$ cat src/hw/rtl/tofm_phase.sv
// phase accumulator advanced by base step times a q4.12 ratio
`default_nettype none
module tofm_phase #(
    parameter int PHASE_BITS = 24
) (
    input  wire logic                  i_clk,
    input  wire logic                  i_rst_n,
    input  wire logic                  i_adv,
    input  wire logic [22:0]           i_step,
    input  wire logic [15:0]           i_ratio,
    output logic      [PHASE_BITS-1:0] o_phase
);
    logic [PHASE_BITS-1:0] r_phase;
    logic [PHASE_BITS-1:0] n_phase;
    logic [38:0]           w_prod;
    logic [PHASE_BITS+26:0] w_inc_ext;

    assign w_prod    = 39'(i_step) * 39'(i_ratio);
    assign w_inc_ext = {{PHASE_BITS{1'b0}}, w_prod[38:12]};
    assign n_phase   = r_phase + w_inc_ext[PHASE_BITS-1:0];

    always_ff @(posedge i_clk) begin
        if (!i_rst_n) begin
            r_phase <= '0;
        end else if (i_adv) begin
            r_phase <= n_phase;
        end
    end

    assign o_phase = r_phase;
endmodule
`default_nettype wire

$ cat config.mk
export PLATFORM = sky130hd
export DESIGN_NAME = tofm_phase
export DESIGN_NICKNAME = d
export VERILOG_FILES = /design/src/hw/rtl/tofm_phase.sv
export SDC_FILE = /design/constraint.sdc
export NUM_CORES = 1
export LEC_CHECK = 0
export ABC_AREA = 1
export BUFFER_PORTS_ARGS = -buffer_cell sky130_fd_sc_hd__buf_2
export CAP_MARGIN = 5
export CORE_MARGIN = 3
export CORE_UTILIZATION = 55
export DETAILED_ROUTE_END_ITERATION = 7
export HOLD_SLACK_MARGIN = 0.06
export PLACE_DENSITY = 0.75
export SYNTH_ARGS = -nofsm -noshare
export SYNTH_HDL_FRONTEND = slang
export SYNTH_SLANG_ARGS = --single-unit
$ cat constraint.sdc
create_clock -name i_clk -period 8.1 [get_ports i_clk]
set_input_delay 1.62 -clock i_clk [delete_from_list [all_inputs] [get_ports i_clk]]
set_output_delay 1.62 -clock i_clk [all_outputs]
set_load 0.01 [all_outputs]
# == Yosys cells after proc, flatten, opt, wreduce, memory -nomap -nowiden ==
# Index checks and enable logic that the tools add are counted.
# totals
reg_bits,24
input_bits,42
out_inout_bits,24
word_cells,3
# op_classes
n_addsub,1
n_mul,1
# ops
op,n
23-bit by 16-bit multiplier with 36-bit output,1
24-bit adder,1

# == Longest topological paths before layout ==
# logic_depth
depth_word,2
ltp_mapped,40
depth_no_buf,38

# == Least setup slack after synthesis ==
# Ideal clock, no wire load.
# synth_path
path_kind,input-to-reg
startpoint,input port i_step[7]
endpoint,"register r_phase[18], in the netlist o_phase[18]"
arrival_ns,8.125
required_ns,7.987
setup_slack_ns,-0.138
path_stages,34
n_path_buf,2
cell_sequence,clkbuf_1 > clkbuf_1 > nand2_1 > fa_1 > inv_1 > fa_1 > inv_1 > fa_1 > inv_1 > fa_1 > fa_1 > inv_1 > fa_1 > inv_1 > ha_1 > a21oi_1 > nor2_1 > nor2_1 > o21ai_0 > a21oi_1 > inv_1 > a21oi_1 > o21ai_1 > xor2_1 > ha_1 > inv_1 > o21ai_0 > a31oi_1 > nand3_1 > a21oi_1 > o21ai_1 > xor2_1 > o21ai_1 > inv_1
# synth_via
elab_chain_len,2
# synth_rtl
element,line_no,text
"start, declared",9,"input wire logic [22:0] i_step,"
23-bit by 16-bit multiplier with 36-bit output,18,assign w_prod = 39'(i_step) * 39'(i_ratio);
24-bit adder,20,assign n_phase = r_phase + w_inc_ext[PHASE_BITS-1:0];
"end signal, assigned",26,r_phase <= n_phase;
"end, declared",13,logic [PHASE_BITS-1:0] r_phase;
# Every way passes these cells.
# A chain may end at the register's enable or synchronous reset.

# == Worst setup path after layout ==
# layout_path
startpoint,input port i_ratio[4]
endpoint,"register r_phase[21], in the netlist o_phase[21]"
# layout_via
elab_chain_len,2
# layout_rtl
element,line_no,text
"start, declared",10,"input wire logic [15:0] i_ratio,"
23-bit by 16-bit multiplier with 36-bit output,18,
24-bit adder,20,
# Every way passes these cells.

==> reports/qor.yml <==
clock_network:
  cts_root_buf: "clkbuf_16"
  clk-insertion-delay-late_ns: 0.27
  clkSinkCount: 24
  cts.clk_slew.worst_paths_ns: 0.06
  cts-hold-fix-buffers: 0
  cts_buffers: 3
  cts_tree: "built"
  cts_buffer_depth: 2
  cts_max_level: 1
worst_hold_path:
  hold_class: "flip-flop to flip-flop"
floorplan:
  die_w_um: 164.2
  rows: 57
  start_util: 0.5624
  die_h_um: 164.2
  ios: 66
  core_mm2: 0.02446
  dieArea_mm2: 0.02695
timing:
  setup_viol: 0
  post-route-period-util: 0.9761
  holdWs_ns: 0.5286
  finClkSkew_ns: 0.003758
  relSlewSlack: 0.6025
  hold_viol: 0
  min_period_ns: 7.907
  maxSlewViolCount: 0
  timing.fmax_mhz: 126.5
  setup_ws_ns: 0.1934
  worst_slew_pin_slew_ns: 0.5955
worst_setup_path:
  crit_slowest_cell: "fa_1"
  path_class: "primary input to flip-flop"
  path_common_cell: "inv_1"
  required_ns: 8.27
  critPathLaunch: "i_ratio[4]"
  crit_fanout: 16
  max_stage_delay_ns: 0.53
  cp_data_arrival_time_ns: 8.07
  critPathCapture: "o_phase[21]$_SDFFE_PN0P_"
  critPathLaunchType: "primary input"
  cp-end-kind: "flip-flop"
  reg2reg_depth: 11
  rr_startpoint: "o_phase[0]$_SDFFE_PN0P_"
  r2r_slack_ns: 5.94
  timing.rr.end: "o_phase[18]$_SDFFE_PN0P_"
detailed_routing:
  route.detailed.drc: 0
  drtPass1Iterations: 6
  first_iter_violations: 958
  ant_nets: 0
  vias: 12280
  wl_per_cell_um: 14.89
  wirelength_um: 35620
  vias_per_cell: 5.132
global_route:
  grt_max_degree: 32
  antenna_found_initial: 1
  grt.overflow.total: 0
  grtUsageTotal: 0.2656
  grt_pass1_vias: 12630
  grt_pass1_wl_um: 58710
synthesis:
  synth_area_per_cell_um2: 7.334
  synth_cell_types: 35
  ys.flop_type: "dfxtp_1"
  synth_edf_count: 0
  ys_seq_area_frac: 0.03492
  synth_top_area_share: 0.4220
  ys_ff_latch: 24
  synthesis.area_mm2: 0.01376
  ys_async_sr_fraction: 0
  synth_nets: 2323
  synth_most_common_cell: "inv_1"
  synth-warning-count: 0
  synth_cells: 1876
  yosysTopAreaCell: "fa_1"
  ys_top_cells_by_count: "inv_1 (540), nand2_1 (486), fa_1 (290)"
  synthTopCellsByArea: "fa_1 (42%), inv_1 (15%), nand2_1 (13%)"
layout:
  largest_register_ffs: 24
  nets: 2517
  utilization: 0.6876
  diodes: 0
  area_growth_pct: 22.25
  drive_gt1_frac: 0.2021
status:
  status: "completed"
placed_design:
  dp_slack_ns: -0.3431
  gp_congestion: 0.9300
  post-dp-hpwl_um: 30000
  portBuffers: 65
run:
  cap_violations: 0
[critical path, delay by kind of cell]
family	cells	cell delay [ns]
AOI/OAI and AO/OA	4	0.56
xor gates and xnor gates	1	0.17
and+or+nand+nor	12	1.28
buffers and inverters	12	1.06
adders and majority gates	8	3.35
[metal layers]
layer / vias to the layer above / wire (um) / global-route usage
li1: 5779 / - / -
met1: 5977 / 15100 / 0.3715
met2: 436 / 17330 / 0.4372
met3: 81 / 2367 / 0.03480
met4: 2 / 806 / 0.07266
met5: - / 19 / 0
[metrics by stage]
stage / instances / setup TNS, ns / instance area, um^2
after floorplan: 1876 / 0 / 13770
after global placement: 2376 / -3.528 / 15690
after detailed placement: 2376 / -3.051 / 15690
after CTS: 2382 / -0.0009175 / 15820
after global routing: 2392 / -0.6638 / 16820
final: 2392 / 0 / 16820
[area by class of cell]
class                           count  area, um^2
Multi-Input combinational cell   1228       11740
Tap cell                          324       405.4
Clock buffer                        3       75.07
Inverter                          542        2034
Sequential cell                    24       480.5
Timing Repair Buffer              271        2085
Fill cell                        1883        7642
[cells by family after synthesis]
kind of cell / share of synthesized area
buf+inv: 0.1704
fa+ha+maj: 0.5266
xor+xnor: 0.02674
flops: 0.03492
compound gates: 0.06284
simple gates: 0.1785
[what timing repair did]
item	CTS	global route
hold endpoints to repair	0	0
buffers inserted	3	10
setup endpoints to repair	7	17
gates resized for setup	11	239
pin swaps	4	76
[worst min path at each step]
stage,cells past startpoint,end,slack [ns],startpoint
after global placement,2,o_phase[20]$_SDFFE_PN0P_,0.51,o_phase[20]$_SDFFE_PN0P_
after detailed placement,4,o_phase[23]$_SDFFE_PN0P_,0.53,o_phase[23]$_SDFFE_PN0P_
after floorplan,2,o_phase[20]$_SDFFE_PN0P_,0.54,o_phase[20]$_SDFFE_PN0P_
final,4,o_phase[23]$_SDFFE_PN0P_,0.53,o_phase[23]$_SDFFE_PN0P_
after CTS,4,o_phase[23]$_SDFFE_PN0P_,0.54,o_phase[23]$_SDFFE_PN0P_
after global routing,4,o_phase[23]$_SDFFE_PN0P_,0.57,o_phase[23]$_SDFFE_PN0P_
[cell usage in the layout, fill, tap and decap left out, drive strengths merged, types with 3 or more instances in the layout]
master / n
inv: 542
nand2: 488
fa: 290
buf: 267
ha: 115
nor2: 88
a21oi: 59
o21ai: 54
xor2: 27
nand3: 26
dfxtp: 24
xnor2: 15
nand4: 12
a21o: 10
a31oi: 9
nor3: 8
clkbuf: 7
o21bai: 5
nor4: 4
a21boi: 3
o221ai: 3
a211oi: 3
Power is left out: the tool's default activity adds up to more than one toggle a clock period on the data nets, which glitch-free logic cannot reach.
