--- config.mk ---
export PLATFORM = sky130hd
export DESIGN_NAME = tofm_sine
export DESIGN_NICKNAME = d
export VERILOG_FILES = /design/src/hw/rtl/tofm_pkg.sv /design/src/hw/rtl/tofm_sine.sv
export SDC_FILE = /design/constraint.sdc
export NUM_CORES = 1
export LEC_CHECK = 0
export ABC_CLOCK_PERIOD_IN_PS = 7450
export BUFFER_PORTS_ARGS = -buffer_cell sky130_fd_sc_hd__buf_4
export CAP_MARGIN = 20
export CORE_MARGIN = 2
export CORE_UTILIZATION = 56
export CTS_BUF_LIST = sky130_fd_sc_hd__clkbuf_8
export CTS_CLUSTER_DIAMETER = 30
export DETAILED_ROUTE_END_ITERATION = 6
export HOLD_SLACK_MARGIN = 0.03
export PLACE_DENSITY_LB_ADDON = 0.05
export SLEW_MARGIN = 20
export SYNTH_ARGS = -nofsm -noshare
export SYNTH_HDL_FRONTEND = slang
export SYNTH_SLANG_ARGS = --single-unit
--- constraint.sdc ---
create_clock -name i_clk -period 7.45 [get_ports i_clk]
set_input_delay 0.745 -clock i_clk [delete_from_list [all_inputs] [get_ports i_clk]]
set_output_delay 0.745 -clock i_clk [all_outputs]
set_load 0.05 [all_outputs]
--- src/hw/rtl/tofm_pkg.sv ---
// shared types and constants of the two-operator fm oscillator
`default_nettype none
package tofm_pkg;

    localparam int CFG_IDX_W  = 2;
    localparam int CFG_DATA_W = 26;

    localparam logic [CFG_IDX_W-1:0] CFG_CARRIER_RATIO   = 2'd0;
    localparam logic [CFG_IDX_W-1:0] CFG_MODULATOR_RATIO = 2'd1;
    localparam logic [CFG_IDX_W-1:0] CFG_MOD_DEPTH       = 2'd2;

    localparam logic [15:0] RATIO_ONE = 16'd4096;

    // registered stages of one sine evaluation
    localparam int SINE_LAT = 4;

    localparam logic [14:0] C_QUARTER = 15'd16384;
    localparam logic [15:0] C_K1      = 16'd51472;
    localparam logic [14:0] C_K2      = 15'd21167;
    localparam logic [11:0] C_K3      = 12'd2611;
    localparam logic [15:0] C_SAT     = 16'd32767;

    typedef struct packed {
        logic        neg;
        logic [14:0] mag;
    } t_sine_out;

endpackage
`default_nettype wire

--- src/hw/rtl/tofm_sine.sv ---
// four-stage pipelined polynomial sine of a phase word
`default_nettype none
module tofm_sine #(
    parameter int PHASE_BITS   = 24,
    parameter int SINE_ENTRIES = 1024
) (
    input  wire logic                            i_clk,
    input  wire logic [tofm_pkg::SINE_LAT-1:0]   i_en,
    input  wire logic [PHASE_BITS-1:0]           i_phase,
    output tofm_pkg::t_sine_out                  o_res
);
    import tofm_pkg::*;

    localparam int SE_BITS = $clog2(SINE_ENTRIES);
    localparam int ANG_SH  = 16 - SE_BITS;

    logic [SE_BITS-1:0] w_idx;
    logic [15:0]        w_ang;
    logic [14:0]        w_z;
    logic [15:0]        w_z15;
    logic [31:0]        w_sq;

    logic [15:0] r_a_z15;
    logic [15:0] r_a_z2;
    logic [1:0]  r_a_quad;

    logic [27:0] w_b_prod;
    logic [14:0] w_b_t1;
    logic [15:0] r_b_z15;
    logic [15:0] r_b_z2;
    logic [14:0] r_b_t1;
    logic [1:0]  r_b_quad;

    logic [30:0] w_c_prod;
    logic [15:0] w_c_t2;
    logic [15:0] r_c_z15;
    logic [15:0] r_c_t2;
    logic [1:0]  r_c_quad;

    logic [31:0] w_d_prod;
    logic [15:0] w_d_s;
    t_sine_out   n_d;
    t_sine_out   r_d;

    // table index, then angle on a 16-bit turn
    assign w_idx = i_phase[PHASE_BITS-1 -: SE_BITS];
    assign w_ang = 16'(w_idx) << ANG_SH;
    assign w_z   = w_ang[14] ? 15'(C_QUARTER - {1'b0, w_ang[13:0]}) : {1'b0, w_ang[13:0]};
    assign w_z15 = {w_z, 1'b0};
    assign w_sq  = 32'(w_z15) * 32'(w_z15);

    assign w_b_prod = 28'(C_K3) * 28'(r_a_z2);
    assign w_b_t1   = C_K2 - {2'b00, w_b_prod[27:15]};

    assign w_c_prod = 31'(r_b_z2) * 31'(r_b_t1);
    assign w_c_t2   = C_K1 - w_c_prod[30:15];

    assign w_d_prod = 32'(r_c_z15) * 32'(r_c_t2);
    assign w_d_s    = w_d_prod[30:15];

    always_comb begin
        n_d.neg = r_c_quad[1];
        n_d.mag = (w_d_s > C_SAT) ? C_SAT[14:0] : w_d_s[14:0];
    end

    always_ff @(posedge i_clk) begin
        if (i_en[0]) begin
            r_a_z15  <= w_z15;
            r_a_z2   <= w_sq[30:15];
            r_a_quad <= w_ang[15:14];
        end
        if (i_en[1]) begin
            r_b_z15  <= r_a_z15;
            r_b_z2   <= r_a_z2;
            r_b_t1   <= w_b_t1;
            r_b_quad <= r_a_quad;
        end
        if (i_en[2]) begin
            r_c_z15  <= r_b_z15;
            r_c_t2   <= w_c_t2;
            r_c_quad <= r_b_quad;
        end
        if (i_en[3]) begin
            r_d <= n_d;
        end
    end

    assign o_res = r_d;
endmodule
`default_nettype wire
; Word level (Yosys, flattened, before mapping)
; Index checks and enable logic that the tools add are counted.
[op_classes]
add_sub_neg = 3
mul = 4
n_div = 0
magnitude_cmp = 1
n_eq_ne = 0
n_shift = 0
muxes = 1
bitwise = 0
n_reduce_logical = 0
[ops]
columns = cell, n
row1 = multiplier 16 x 15 -> 31 bit, 1
row2 = multiplier 15 x 16 -> 30 bit, 1
row3 = multiplier 15 x 15 -> 29 bit, 1
row4 = multiplier 12 x 16 -> 28 bit (first input constant), 1
row5 = > comparator 16 x 15 -> 1 bit (second input constant), 1
row6 = subtractor 16 bit (first input constant), 1
row7 = 2-to-1 mux 15 bit, 1
row8 = subtractor 15 x 13 -> 15 bit (first input constant), 1
row9 = subtractor 15 x 14 -> 15 bit (first input constant), 1
[word_totals]
regBits = 130
latchBits = 0
ram_bits = 0
mem_bits_ro = 0
inputBits = 29
output_inout_bits = 16
n_memories = 0

; Logic depth before layout (Yosys ltp)
[depth]
word_depth = 3
ltp_mapped = 31
mapped_depth_nobuf = 31

; Worst setup path after synthesis
; No wires, ideal clock.
[synth_path]
kind = flip-flop to flip-flop
start = reg r_b_t1[5]
end = reg r_c_t2[14], data pin
arrival_ns = 6.722
t_required_ns = 7.192
setup_slack_ns = 0.471
path_stages_with_launch = 28
n_path_buf = 1
cell_sequence = edfxtp_1 > clkbuf_1 > and2_1 > fa_1 > inv_1 > fa_1 > inv_1 > fa_1 > fa_1 > fa_1 > inv_1 > fa_1 > inv_1 > ha_1 > a211oi_1 > nand2_1 > a221o_1 > or3_1 > and2_1 > inv_1 > ha_1 > nor3b_1 > o21ai_1 > a211oi_2 > o31ai_1 > o21ai_1 > nand2_1 > xnor2_1
[synth_between]
elab_chain_cells = 2
[synth_lines]
columns = item, line
row1 = start: declaration, tofm_sine.sv:31  ; logic [14:0] r_b_t1;
row2 = start signal: assignment, tofm_sine.sv:75  ; r_b_t1 <= w_b_t1;
row3 = multiplier 16 x 15 -> 31 bit, tofm_sine.sv:55  ; assign w_c_prod = 31'(r_b_z2) * 31'(r_b_t1);
row4 = named net w_c_prod[15], tofm_sine.sv:34  ; logic [30:0] w_c_prod;
row5 = subtractor 16 bit, tofm_sine.sv:56  ; assign w_c_t2 = C_K1 - w_c_prod[30:15];
row6 = named net w_c_t2[14], tofm_sine.sv:35  ; logic [15:0] w_c_t2;
row7 = end signal: assignment, tofm_sine.sv:80  ; r_c_t2 <= w_c_t2;
row8 = end: declaration, tofm_sine.sv:37  ; logic [15:0] r_c_t2;
; The timed path passes the listed nets, and every way through them passes these cells.
; A chain may end at the register's enable or synchronous reset.

; Worst setup path after layout
; Same ends and word-level chain as after synthesis.

==> results.md <==
- Synth warn: 0
- Synth Flop Type: edfxtp_1
- Reg2Reg Depth: 26
- CP required: ~7.7 ns
- Clk pin slew, worst setup/hold paths: 0.13 ns
- First drt pass iteration count: 5
- Hold Path Origin: r_a_z15[12]
- Syn Inst Count: 2120
- Startpoint Class: flop
- Port bufs: 30
- Fmax: around 140 MHz
- Final setup vio count: 0
- Setup CP Type: reg -> reg
- Die width: 198 µm
- Seq/Total Area, Yosys: 15.2%
- Share of flip-flops with an asynchronous set or reset: 0%
- Clock Latency Late Sink: 0.45 ns
- H-tree depth: 3
- Critical path launch point: r_b_t1[5]
- Std cell rows: between 70 and 80
- Hold depth: 0
- Post-DP HPWL: between 30000 and 40000 µm
- Worst Path Max Fanout: 7
- Status: finished clean
- Nets@finish: ~2900
- Final Cycle Share: just under 100%
- Clock sinks: 107
- Setup crit end kind: flop
- R2R setup slack: 0.23 ns
- Number of global-route vias before repair: between 15000 and 20000
- Max-slew headroom: ~52%
- CP bufs+invs: 5
- Synthesized flop and latch total: between 100 and 150
- Area delta synth->final: 7.63%
- R2R Path Start: r_b_t1[5]
- Max-cap violations: 0
- Routed Antenna Nets: 0
- Avg Cell Area, Syn: ~10 µm²
- Drc violations: 0
- Synth unique cells: 65
- Routed WL: between 40000 and 50000 µm
- Initial core utilization: between 50% and 60%
- Cts bufs inserted: 9
- HP Class: reg -> reg
- GRT Total Usage: about a quarter
- Starting DRT DRC Count: 632
- GRT overflow: 0
- Worst Clk Skew: 0.0276 ns
- Core footprint: ~37000 µm²
- Die area: around 39000 µm²
- Dominant cell type by area after synthesis: fa_1
- CTS tree: yes
- Most frequent CP cell: fa_1
- Post-synth top area share: roughly 34%
- Final hold viol count: 0
- Layout cells sized above 1: under 10%
- Hold_buf cts: 0
- CP max stage delay: roughly 0.55 ns
- Largest net degree at the start of global routing: 41
- GPL Wtd Cong: 0.837
- Top cells by area, synth: fa_1 (34%), ha_1 (19%), edfxtp_1 (15%), inv_1 (8.4%), and2_1 (6.3%)
- Chip Height: between 150 and 200 µm
- Mapped cell area: approximately 21000 µm²
- Root Buffer: clkbuf_8
- Pins Over Slew Limit: 0
- First-pass GRT wire length: between 70000 and 80000 µm
- Initial antenna violation count: 1
- Slew @ Worst Pin: approximately 0.71 ns
- Crit path DAT: roughly 7.4 ns
- Clock Path Buffers: 2
- WL per Instance: between 15 and 20 µm
- CP top delay family: adder cells
- Total number of vias: 14000
- Period minus WS final: approximately 7.2 ns
- Vias per cell: 5.15
- N_diodes: 0
- Hold_ws: 0.434 ns
- Ports: 45
- EDFF count, synth: 107
- Worst path slowest cell: fa_1
- Levels on crit path: 26
- Filler Cell Count: approximately 3300
-- flip-flops by register name (all words and copies together) (netlist names) --
| name | cells |
|---|---|
| r_b_z15 | 9 |
| r_b_t1 | 15 |
| r_b_z2 | 15 |
| r_c_t2 | 16 |
| r_a_quad | 1 |
| r_a_z2 | 15 |
| o_res | 16 |
| r_c_z15 | 9 |
| r_c_quad | 1 |
| r_b_quad | 1 |
| r_a_z15 | 9 |
-- cells in the mapped netlist, types with 3 or more instances --
cell and count:
inv_1 474, fa_1 354, ha_1 318, and2_1 214, nand2_1 208, edfxtp_1 107, nor2_1 59, xnor2_1 54
clkbuf_1 51, a21oi_1 39, xor2_1 29, nand2b_1 18, o21a_1 14, o21ai_0 14, a21o_1 13, nor2b_1 12
o21bai_1 12, nor3_1 11, a211oi_1 9, nand3_1 9, o21ai_1 9, or3_1 7, a211o_1 5, and3_1 5
nand4_1 5, o31ai_1 5, a31oi_1 4, nand3b_1 4, nand4b_1 4, o211ai_1 4, mux2i_1 3
-- metal layers --
metal	GRT usage [%]	up-vias	share of wire, %
li1	-	6719	-
met1	34.9	7059	48
met2	40.5	190	47
met3	2.74	35	3.4
met4	5.57	0	1.4
met5	0	-	0
-- layout by cell type, fill, tap and decap left out, drive strengths merged, types with 5 or more instances in the layout --
cell / n
nor3: 11
and3: 5
inv: 478
nand2: 208
ha: 318
nor2b: 12
o211ai: 6
o21a: 14
o31ai: 6
buf: 106
fa: 354
clkbuf: 9
a21oi: 40
o21bai: 12
a211o: 5
and2: 215
a211oi: 11
a31oi: 6
nand2b: 19
xnor2: 54
nand3: 9
xor2: 29
o21ai: 23
conb: 21
nand4: 5
or3: 7
nor2: 59
a21o: 13
edfxtp: 107
-- worst paths after layout --
path | to
worst max-delay path | r_c_t2[14]
worst min-delay path | r_b_z15[12]
worst max register to register | r_c_t2[14]
worst min register to register | r_b_z15[12]
-- metrics by stage --
step	setup WS, ns	instance area (µm²)	cells	setup TNS (ns)	utilization [%]
4_1_cts	0.167	22500	2702	0	60.1
5_1_grt	-0.0563	22700	2719	-0.0730	60.7
2_1_floorplan	0.471	21200	2139	0	-
3_5_place_dp	0.150	22300	2686	0	59.6
6_report	0.228	22700	2719	0	60.7
3_3_place_gp	0.186	22300	2686	0	59.6
-- area by class of cell --
cell class	instances	area, µm²	share of cell area (%)
Tap cell	511	639	2.82
Clock inverter	7	88.8	0.391
Sequential cell	107	3210	14.1
Multi-Input combinational cell	1505	16100	70.7
Clock buffer	9	124	0.545
Timing Repair Buffer	106	812	3.58
Inverter	474	1780	7.83
-- cells by family after synthesis --
kind of cell               count (synthesis)  share of synthesized area, %
adders and majority gates                672                          52.4
and+or+nand+nor                          567                          13.7
buffers and inverters                    527                          9.39
AOI/OAI and AO/OA                        157                          5.48
DFF                                      107                          15.2
xor gates and xnor gates                  83                          3.45
muxes                                      5                         0.249
other                                      2                        0.0356
-- worst reg2reg max path, cell delays in order, from the launching register on --
cell      delay [ns]
edfxtp_1        0.51
and2_1          0.21
fa_1            0.53
inv_1           0.05
fa_1            0.53
inv_1           0.05
fa_1            0.55
fa_1            0.45
fa_1            0.55
inv_1           0.06
fa_1            0.53
inv_1           0.05
ha_1            0.35
a211oi_2        0.25
nand2_1         0.08
a221o_1         0.38
or3_1           0.41
and2_1          0.19
inv_1           0.06
ha_1            0.18
nor3b_2         0.17
o21ai_1         0.10
a211oi_2        0.30
o31ai_2         0.12
o21ai_2         0.15
nand2_1         0.08
xnor2_1         0.13
-- repair_timing --
item                                   CTS  global route
buffers inserted                         0            17
gates resized for setup                  0            19
endpoints found under the hold margin    0             0
setup endpoints to repair                0             6
Power is not shown: default switching activity piles up to over one toggle a cycle in this logic, so the estimate is an artifact.
